## config.mk

```make
export PLATFORM = sky130hd
export DESIGN_NAME = sha1_message_digest_unit
export DESIGN_NICKNAME = d
export VERILOG_FILES = /design/src/hw/rtl/sha1md_pkg.sv /design/src/hw/rtl/sha1_message_digest_unit.sv /design/src/hw/rtl/sha1md_front.sv /design/src/hw/rtl/sha1md_queue.sv /design/src/hw/rtl/sha1md_back.sv
export SDC_FILE = /design/constraint.sdc
export NUM_CORES = 2
export LEC_CHECK = 0
export BUFFER_PORTS_ARGS = -buffer_cell sky130_fd_sc_hd__buf_2
export CAP_MARGIN = 5
export CORE_MARGIN = 10
export CORE_UTILIZATION = 65
export DETAILED_ROUTE_END_ITERATION = 6
export GPL_TIMING_DRIVEN = 0
export PLACE_DENSITY = 0.82
export SLEW_MARGIN = 20
export SYNTH_ARGS = -nofsm -noshare
export SYNTH_HDL_FRONTEND = slang
export SYNTH_SLANG_ARGS = --single-unit
export TNS_END_PERCENT = 5
```

## constraint.sdc

```tcl
create_clock -name clock -period 36.8 [get_ports clock]
set_input_delay 1.84 -clock clock [delete_from_list [all_inputs] [get_ports clock]]
set_output_delay 1.84 -clock clock [all_outputs]
set_load 0.1 [all_outputs]
```

## src/hw/rtl/sha1md_pkg.sv

```systemverilog
// Shared types and constants of the SHA-1 message digest unit.
// Used by the front, queue, back and top-level modules; depends on nothing.
package sha1md_pkg;

   typedef struct packed {
      logic [7:0] data_byte;
      logic       has_byte;
      logic       last;
   } req_type;

   typedef struct packed {
      logic [31:0] digest_a;
      logic [31:0] digest_b;
      logic [31:0] digest_c;
      logic [31:0] digest_d;
      logic [31:0] digest_e;
   } rsp_type;

   typedef struct packed {
      logic [7:0]  data_byte;
      logic        has_byte;
      logic        last;
      logic [63:0] msg_bits;
   } cmd_type;

   localparam logic [31:0] IV0 = 32'h67452301;
   localparam logic [31:0] IV1 = 32'hEFCDAB89;
   localparam logic [31:0] IV2 = 32'h98BADCFE;
   localparam logic [31:0] IV3 = 32'h10325476;
   localparam logic [31:0] IV4 = 32'hC3D2E1F0;
   localparam logic [4:0][31:0] SHA1_IV = {IV4, IV3, IV2, IV1, IV0};

   localparam logic [31:0] K0 = 32'h5A827999;
   localparam logic [31:0] K1 = 32'h6ED9EBA1;
   localparam logic [31:0] K2 = 32'h8F1BBCDC;
   localparam logic [31:0] K3 = 32'hCA62C1D6;

   localparam logic [7:0] PAD_MARK = 8'h80;
   localparam logic [5:0] LEN_POS = 6'd56;
   localparam logic [5:0] LAST_BYTE_POS = 6'd63;
   localparam logic [63:0] BITS_PER_BYTE = 64'd8;

endpackage

```

## src/hw/rtl/sha1_message_digest_unit.sv

```systemverilog
// Top level of the SHA-1 message digest unit: front end, entry queue, back end.
// Depends on sha1md_pkg, sha1md_front, sha1md_queue and sha1md_back.
//
// Each request carries at most one message byte; a request with last set ends
// the message and yields one digest of five 32-bit words, after which the unit
// starts over from the initial vector. The back end absorbs one byte per cycle
// while it is in its byte state and its queue is not empty, and it compresses
// each full 64-byte block in 80 rounds at one round per cycle plus the chaining
// add. Ending a message adds 9 to 72 padding bytes plus one or two block
// compressions before the digest appears. The entry queue of QUEUE_DEPTH
// entries lets requests be taken while the back end compresses, and a finished
// digest waits in its own register while the next message is already accepted.
module sha1_message_digest_unit
   import sha1md_pkg::*;
#(
   parameter int QUEUE_DEPTH = 4
)
(
   input  logic    clock,
   input  logic    reset,
   input  logic    req_push,
   input  req_type req_data,
   output logic    req_full,
   output logic    rsp_empty,
   input  logic    rsp_pop,
   output rsp_type rsp_data
);

   logic    q_push;
   logic    q_full;
   logic    q_pop;
   logic    q_empty;
   cmd_type q_push_data;
   cmd_type q_pop_data;

   sha1md_front u_front (
      .clock    (clock),
      .reset    (reset),
      .req_push (req_push),
      .req_data (req_data),
      .req_full (req_full),
      .q_full   (q_full),
      .q_push   (q_push),
      .q_data   (q_push_data)
   );

   sha1md_queue #(
      .DEPTH (QUEUE_DEPTH)
   ) u_queue (
      .clock     (clock),
      .reset     (reset),
      .push      (q_push),
      .push_data (q_push_data),
      .full      (q_full),
      .pop       (q_pop),
      .empty     (q_empty),
      .pop_data  (q_pop_data)
   );

   sha1md_back u_back (
      .clock     (clock),
      .reset     (reset),
      .q_empty   (q_empty),
      .q_data    (q_pop_data),
      .q_pop     (q_pop),
      .rsp_empty (rsp_empty),
      .rsp_pop   (rsp_pop),
      .rsp_data  (rsp_data)
   );

   // The back end never takes an entry from an empty queue.
   assert property (@(posedge clock) disable iff (reset) q_pop |-> !q_empty)
      else $error("back end popped an empty queue");

   // The front end never offers an entry that the queue cannot hold.
   assert property (@(posedge clock) disable iff (reset) q_push |-> !q_full)
      else $error("front end pushed into a full queue");

   // Requests with neither a byte nor an end of message never reach the queue.
   assert property (@(posedge clock) disable iff (reset)
      q_push |-> (q_push_data.has_byte || q_push_data.last))
      else $error("empty request entered the queue");

   // No digest is pending right after reset.
   assert property (@(posedge clock) reset |=> rsp_empty)
      else $error("digest pending after reset");

endmodule

```

## src/hw/rtl/sha1md_front.sv

```systemverilog
// Front end: accepts requests, drops requests that carry neither byte nor end,
// and tags each end-of-message entry with the bit length. Uses sha1md_pkg.
module sha1md_front
   import sha1md_pkg::*;
(
   input  logic    clock,
   input  logic    reset,
   input  logic    req_push,
   input  req_type req_data,
   output logic    req_full,
   input  logic    q_full,
   output logic    q_push,
   output cmd_type q_data
);

   logic [63:0] bits_ff;
   logic [63:0] bits_in;
   logic [63:0] bits_next;
   logic        accept;

   assign req_full = q_full;
   assign accept = req_push && !q_full;
   assign bits_next = req_data.has_byte ? bits_ff + BITS_PER_BYTE : bits_ff;
   assign q_push = accept && (req_data.has_byte || req_data.last);

   always_comb begin
      q_data.data_byte = req_data.data_byte;
      q_data.has_byte = req_data.has_byte;
      q_data.last = req_data.last;
      q_data.msg_bits = bits_next;
      bits_in = bits_ff;
      if (accept) begin
         bits_in = req_data.last ? '0 : bits_next;
      end
   end

   always_ff @(posedge clock) begin
      if (reset) begin
         bits_ff <= '0;
      end else begin
         bits_ff <= bits_in;
      end
   end

endmodule

```

## src/hw/rtl/sha1md_queue.sv

```systemverilog
// Short first-in first-out queue of classified entries between front and back.
// Uses sha1md_pkg for the entry type.
module sha1md_queue
   import sha1md_pkg::*;
#(
   parameter int DEPTH = 4
)
(
   input  logic    clock,
   input  logic    reset,
   input  logic    push,
   input  cmd_type push_data,
   output logic    full,
   input  logic    pop,
   output logic    empty,
   output cmd_type pop_data
);

   localparam int AW = (DEPTH > 1) ? $clog2(DEPTH) : 1;
   localparam int CW = $clog2(DEPTH + 1);

   cmd_type        mem_ff [DEPTH];
   logic [AW-1:0]  wr_ptr_ff;
   logic [AW-1:0]  wr_ptr_in;
   logic [AW-1:0]  rd_ptr_ff;
   logic [AW-1:0]  rd_ptr_in;
   logic [CW-1:0]  count_ff;
   logic [CW-1:0]  count_in;
   logic           do_push;
   logic           do_pop;

   assign full = (count_ff == CW'(DEPTH));
   assign empty = (count_ff == '0);
   assign do_push = push && !full;
   assign do_pop = pop && !empty;
   assign pop_data = mem_ff[rd_ptr_ff];

   always_comb begin
      wr_ptr_in = wr_ptr_ff;
      rd_ptr_in = rd_ptr_ff;
      count_in = count_ff;
      if (do_push) begin
         wr_ptr_in = (wr_ptr_ff == AW'(DEPTH - 1)) ? '0 : wr_ptr_ff + 1'b1;
      end
      if (do_pop) begin
         rd_ptr_in = (rd_ptr_ff == AW'(DEPTH - 1)) ? '0 : rd_ptr_ff + 1'b1;
      end
      if (do_push && !do_pop) begin
         count_in = count_ff + 1'b1;
      end else if (do_pop && !do_push) begin
         count_in = count_ff - 1'b1;
      end
   end

   always_ff @(posedge clock) begin
      if (reset) begin
         wr_ptr_ff <= '0;
         rd_ptr_ff <= '0;
         count_ff <= '0;
      end else begin
         wr_ptr_ff <= wr_ptr_in;
         rd_ptr_ff <= rd_ptr_in;
         count_ff <= count_in;
      end
   end

   always_ff @(posedge clock) begin
      if (do_push) begin
         mem_ff[wr_ptr_ff] <= push_data;
      end
   end

endmodule

```

## src/hw/rtl/sha1md_back.sv

```systemverilog
// Back end: packs bytes into the block, pads the message, runs the 80 rounds
// one per cycle and holds the finished digest. Uses sha1md_pkg.
module sha1md_back
   import sha1md_pkg::*;
(
   input  logic    clock,
   input  logic    reset,
   input  logic    q_empty,
   input  cmd_type q_data,
   output logic    q_pop,
   output logic    rsp_empty,
   input  logic    rsp_pop,
   output rsp_type rsp_data
);

   localparam logic [2:0] ST_BYTE  = 3'd0;
   localparam logic [2:0] ST_PAD   = 3'd1;
   localparam logic [2:0] ST_ROUND = 3'd2;
   localparam logic [2:0] ST_SUM   = 3'd3;
   localparam logic [2:0] ST_DONE  = 3'd4;

   localparam logic [1:0] PH_MARK = 2'd0;
   localparam logic [1:0] PH_ZERO = 2'd1;
   localparam logic [1:0] PH_LEN  = 2'd2;

   localparam logic [6:0] ROUND_LAST = 7'd79;
   localparam logic [2:0] LEN_LAST = 3'd7;

   logic [2:0]       state_ff, state_in;
   logic [5:0]       cnt_ff, cnt_in;
   logic [511:0]     block_ff, block_in;
   logic [63:0]      len_ff, len_in;
   logic [2:0]       len_idx_ff, len_idx_in;
   logic [1:0]       phase_ff, phase_in;
   logic             pad_ff, pad_in;
   logic             fin_ff, fin_in;
   logic [6:0]       round_ff, round_in;
   logic [31:0]      a_ff, b_ff, c_ff, d_ff, e_ff;
   logic [31:0]      a_in, b_in, c_in, d_in, e_in;
   logic [4:0][31:0] chain_ff, chain_in;
   logic             rsp_valid_ff, rsp_valid_in;
   rsp_type          rsp_ff, rsp_in;

   logic             absorb;
   logic [7:0]       byte_sel;
   logic [5:0]       cnt_next;
   logic [31:0]      f_val;
   logic [31:0]      k_val;
   logic [31:0]      w_mix;
   logic [31:0]      t_val;

   assign rsp_empty = !rsp_valid_ff;
   assign rsp_data = rsp_ff;
   assign cnt_next = cnt_ff + 1'b1;

   always_comb begin
      if (round_ff < 7'd20) begin
         f_val = (b_ff & c_ff) | (~b_ff & d_ff);
         k_val = K0;
      end else if (round_ff < 7'd40) begin
         f_val = b_ff ^ c_ff ^ d_ff;
         k_val = K1;
      end else if (round_ff < 7'd60) begin
         f_val = (b_ff & c_ff) | (b_ff & d_ff) | (c_ff & d_ff);
         k_val = K2;
      end else begin
         f_val = b_ff ^ c_ff ^ d_ff;
         k_val = K3;
      end
      t_val = {a_ff[26:0], a_ff[31:27]} + f_val + e_ff + k_val + block_ff[511:480];
      w_mix = block_ff[95:64] ^ block_ff[255:224] ^ block_ff[447:416] ^ block_ff[511:480];
   end

   always_comb begin
      state_in = state_ff;
      cnt_in = cnt_ff;
      block_in = block_ff;
      len_in = len_ff;
      len_idx_in = len_idx_ff;
      phase_in = phase_ff;
      pad_in = pad_ff;
      fin_in = fin_ff;
      round_in = round_ff;
      a_in = a_ff;
      b_in = b_ff;
      c_in = c_ff;
      d_in = d_ff;
      e_in = e_ff;
      chain_in = chain_ff;
      rsp_valid_in = rsp_valid_ff;
      rsp_in = rsp_ff;
      q_pop = 1'b0;
      absorb = 1'b0;
      byte_sel = q_data.data_byte;

      if (rsp_pop && rsp_valid_ff) begin
         rsp_valid_in = 1'b0;
      end

      case (state_ff)
         ST_BYTE: begin
            if (!q_empty) begin
               q_pop = 1'b1;
               absorb = q_data.has_byte;
               if (q_data.last) begin
                  len_in = q_data.msg_bits;
                  len_idx_in = '0;
                  phase_in = PH_MARK;
                  pad_in = 1'b1;
                  state_in = ST_PAD;
               end
            end
         end
         ST_PAD: begin
            absorb = 1'b1;
            case (phase_ff)
               PH_MARK: byte_sel = PAD_MARK;
               PH_ZERO: byte_sel = '0;
               default: byte_sel = len_ff[63:56];
            endcase
            if (phase_ff == PH_LEN) begin
               len_in = {len_ff[55:0], 8'd0};
               len_idx_in = len_idx_ff + 1'b1;
               if (len_idx_ff == LEN_LAST) begin
                  fin_in = 1'b1;
               end
            end else begin
               phase_in = (cnt_next == LEN_POS) ? PH_LEN : PH_ZERO;
            end
         end
         ST_ROUND: begin
            a_in = t_val;
            b_in = a_ff;
            c_in = {b_ff[1:0], b_ff[31:2]};
            d_in = c_ff;
            e_in = d_ff;
            block_in = {block_ff[479:0], w_mix[30:0], w_mix[31]};
            round_in = round_ff + 1'b1;
            if (round_ff == ROUND_LAST) begin
               state_in = ST_SUM;
            end
         end
         ST_SUM: begin
            chain_in[0] = chain_ff[0] + a_ff;
            chain_in[1] = chain_ff[1] + b_ff;
            chain_in[2] = chain_ff[2] + c_ff;
            chain_in[3] = chain_ff[3] + d_ff;
            chain_in[4] = chain_ff[4] + e_ff;
            if (fin_ff) begin
               state_in = ST_DONE;
            end else if (pad_ff) begin
               state_in = ST_PAD;
            end else begin
               state_in = ST_BYTE;
            end
         end
         ST_DONE: begin
            if (!rsp_valid_ff) begin
               rsp_valid_in = 1'b1;
               rsp_in.digest_a = chain_ff[0];
               rsp_in.digest_b = chain_ff[1];
               rsp_in.digest_c = chain_ff[2];
               rsp_in.digest_d = chain_ff[3];
               rsp_in.digest_e = chain_ff[4];
               chain_in = SHA1_IV;
               cnt_in = '0;
               pad_in = 1'b0;
               fin_in = 1'b0;
               state_in = ST_BYTE;
            end
         end
         default: begin
            state_in = ST_BYTE;
         end
      endcase

      if (absorb) begin
         block_in = {block_ff[503:0], byte_sel};
         cnt_in = cnt_next;
         if (cnt_ff == LAST_BYTE_POS) begin
            a_in = chain_ff[0];
            b_in = chain_ff[1];
            c_in = chain_ff[2];
            d_in = chain_ff[3];
            e_in = chain_ff[4];
            round_in = '0;
            state_in = ST_ROUND;
         end
      end
   end

   always_ff @(posedge clock) begin
      if (reset) begin
         state_ff <= ST_BYTE;
         cnt_ff <= '0;
         phase_ff <= PH_MARK;
         len_idx_ff <= '0;
         pad_ff <= 1'b0;
         fin_ff <= 1'b0;
         round_ff <= '0;
         chain_ff <= SHA1_IV;
         rsp_valid_ff <= 1'b0;
      end else begin
         state_ff <= state_in;
         cnt_ff <= cnt_in;
         phase_ff <= phase_in;
         len_idx_ff <= len_idx_in;
         pad_ff <= pad_in;
         fin_ff <= fin_in;
         round_ff <= round_in;
         chain_ff <= chain_in;
         rsp_valid_ff <= rsp_valid_in;
      end
   end

   always_ff @(posedge clock) begin
      block_ff <= block_in;
      len_ff <= len_in;
      a_ff <= a_in;
      b_ff <= b_in;
      c_ff <= c_in;
      d_ff <= d_in;
      e_ff <= e_in;
      rsp_ff <= rsp_in;
   end

endmodule
```

==> results.cfg <==
[timing]
clock_skew_after_layout_ns = 0.0364
max_freq_mhz = 121
rsz_0062_raised_after_global_routing = false
setup-violations-final = 0
finalHoldViolations = 0
min_period_over_period_pct = 22.4
post-route-worst-setup-slack_ns = 28.54
timing.slew.headroom_pct = 17.2
finalSetupTns_ns = 0
final.min_clock_period_ns = 8.26
slew_violations = 0
tightest_slew_ns = 1.24

[critical_path]
cell_count_of_the_worst_reg_to_reg_path = 28
highest_cell_delay_on_the_worst_timing_path_ns = 0.79
crit_start = u_back.round_ff[4]
timing_worst_setup_path_type = flop to flop
cp_data_required_time_ns = 37.44
worst_setup_path_start_kind = flop
crit_path_max_fanout = 11
timing.critical_path.slowest_stage_cell = sky130_fd_sc_hd__clkbuf_1
worst_setup_path_end_kind = flop
critical_register_to_register_path_endpoint = u_back.a_ff[31]
worst-r2r-setup-slack_ns = 28.54
reg2reg_from = u_back.round_ff[4]
cp.arrival_ns = 8.90

[drt]
via_per_inst = 6.31
first_iter_violations = 6729
drc_markers = 0
routed-via-count = 53600
drt_first_pass_iters = 7
postRouteWirelength_um = 214000
routed_wire_length_per_instance_um = 25.1
ant_nets = 0

[logic_synthesis]
postSynthNetCount = 7012
post_synth_inst_count = 6642
syn_area_sq_um = 69200
yosysWarningCount = 0
synth_enable_flop_cells = 1017
postSynthRegisterBits = 1431
synthFlopType = sky130_fd_sc_hd__edfxtp_1
ys_seq_area_share_pct = 56.1
synthArstFlopShare_pct = 0
synthesis.area_per_instance_sq_um = 10.4
yosys.cell_types.count = 86

[global_route]
first_global_vias = 51600
grt_first_pass_wirelength_um = 316000
grt_max_degree = 62
globalRouteOverflowTotal = 0
grt_use_total_pct = 34.7
antenna_violations_before_repair = 4

[clock_tree]
cts_made_buffers = 148
hold_buffers = 0
clk_pin_slew_ns = 0.06
cts_root_buffer = sky130_fd_sc_hd__clkbuf_16
clock_tree.htree_level_count = 4
worst_skew_pair.late_latency_ns = 0.78
tritoncts_num_sinks = 1431
clock_tree.buffer_depth = 3
tritoncts_clock_tree = done
postCtsSetupBuffers = 0
cts_resized = 0

[outcome]
status = finished clean

[floorplan]
floorplan.core_area_sq_um = 106000
floorplan.initialDensity_pct = 65.6
floorplan.die_area_sq_um = 120000
ioPinCount = 176
placement_rows = 119
die_y_um = 346
width_of_the_die_um = 346

[pwr]
ir_drop_mv = 0.0800
p_leak_nw = 31.4
fin_total_pwr_mw = 7.55
power-per-cell-area_nw_per_um2 = 97.8

[place]
gp_congestion = 1.05
detailed_place.area_sq_um = 72300
portBuffers = 174
dp.final_hpwl_um = 156000
place_worst_setup_slack_ns = 28.81

[worst_hold_path]
hold_end = u_back.rsp_data[159]
hold_path_depth = 0
holdCritStartpoint = u_back.chain_ff[31]
worstHoldPathType = flop to flop

[finish]
postLayoutCellArea_sq_um = 77200
postLayoutCoreUtil_pct = 73.1
final_nets = 7357
final_layout_size_suffix_gt1_share_pct = 7.88
layout-area-overhead-vs-synth_pct = 11.6

[job]
max-cap-violations = 0
worst max path at each step:
stage | to | slack (ns) | cells after the start
after detailed placement | u_back.a_ff[31] | 28.81 | 28
after floorplan | u_back.block_ff[0] | 22.65 | 8
after global routing | u_back.a_ff[31] | 28.13 | 28
after global placement | u_back.block_ff[209] | 16.67 | 8
final | u_back.a_ff[31] | 28.54 | 28
after CTS | u_back.a_ff[31] | 28.74 | 28
sequential cells by signal, summed over array words and instances, names as in the netlist, named ones only:
register and count:
u_back.phase_ff 2, u_back.block_ff 512, u_queue.mem_ff 284, u_back.len_ff 61
u_back.fin_ff 1, u_back.len_idx_ff 3, u_back.b_ff 32, u_back.round_ff 7
u_back.chain_ff 160, u_queue.count_ff 3, u_back.rsp_data 160, u_back.rsp_valid_ff 1
u_back.cnt_ff 6, u_back.e_ff 32, u_back.a_ff 32, u_back.c_ff 32
u_back.pad_ff 1, u_back.d_ff 32, u_back.state_ff 3, u_queue.rd_ptr_ff 2
u_front.bits_ff 61, u_queue.wr_ptr_ff 2
cell usage in the layout (no fill, tap or decap), drive strengths merged, types with 13 or more instances in the layout:
cell | netlist | final
a211oi | 16 | 16
nor2b | 63 | 63
clkinv | 2 | 60
nor3 | 53 | 53
o21a | 31 | 31
o32ai | 21 | 21
o21bai | 32 | 32
nand2b | 49 | 49
or3 | 36 | 36
nor2 | 592 | 592
clkbuf | 271 | 464
a31oi | 39 | 39
nand4 | 19 | 19
fa | 125 | 125
dfxtp | 414 | 414
a21o | 89 | 89
o22ai | 167 | 167
a22oi | 39 | 39
edfxtp | 1017 | 1017
xnor2 | 215 | 215
buf | 37 | 232
o21ai | 231 | 231
inv | 221 | 227
mux2i | 18 | 18
or2 | 22 | 22
mux4 | 71 | 71
o31ai | 13 | 13
xor2 | 101 | 101
nand2 | 1803 | 1803
ha | 231 | 231
a21oi | 315 | 315
and3 | 31 | 31
nand3 | 88 | 88
and2 | 23 | 23
metal layers:
metal  GRT usage (%)  wire length (um)
met1            45.8             79800
met2            52.0             92700
met3            9.69             27700
met4            18.8             13400
met5               0                46
critical path: cells and delay by family, from the launching register on:
kind / cells / cell delay, ns
adder cells (fa/ha/maj): 5 / 1.81
multiplexers: 1 / 0.25
AO/OA/AOI/OAI: 8 / 2.76
flip-flops: 1 / 0.30
buffers and inverters: 7 / 1.68
AND/OR/NAND/NOR: 7 / 1.35
kinds of logic after synthesis:
logic type      share of synthesized area [%]
simple gates                             16.9
flops                                    56.1
compound gates                           9.74
buf+inv                                  2.92
fa+ha+maj                                7.79
xor+xnor                                 4.00
mux                                      2.59
stage by stage:
stage,std cells,hold WS (ns)
2_1_floorplan,6642,0.408
3_3_place_gp,8207,0.414
3_5_place_dp,8228,0.422
4_1_cts,8502,0.436
5_1_grt,8502,0.447
6_report,8504,0.441
final cells by class:
type,instances,area [sq um]
antenna,2,5.00
buffer,308,1190
clock buffer,193,4040
clock inverter,81,861
fill,7263,28400
inverter,223,840
multi-input combinational,4680,28400
sequential,1431,38800
tap,1391,1740
timing repair buffer,195,1320
where the power goes:
group          leakage, nW  switching (mW)  internal, mW
combinational         15.9            2.01          1.13
sequential            13.1           0.450          2.45
clock                 2.39           0.653         0.861
total                 31.4            3.11          4.44
cell usage after synthesis, drive strengths merged, types with 63 or more instances:
cell    number  area share [%]
a21o        89            0.97
a21oi      315             2.3
clkbuf     271             1.5
dfxtp      414              12
edfxtp    1017              44
fa         125             3.6
ha         231             4.2
inv        221             1.2
mux4        71             2.3
nand2     1803             9.8
nand3       88            0.65
nor2       592             3.2
nor2b       63            0.57
o21ai      231             1.7
o22ai      167             1.5
xnor2      215             2.7
xor2       101             1.3
Power figures use the tool's default switching activity.
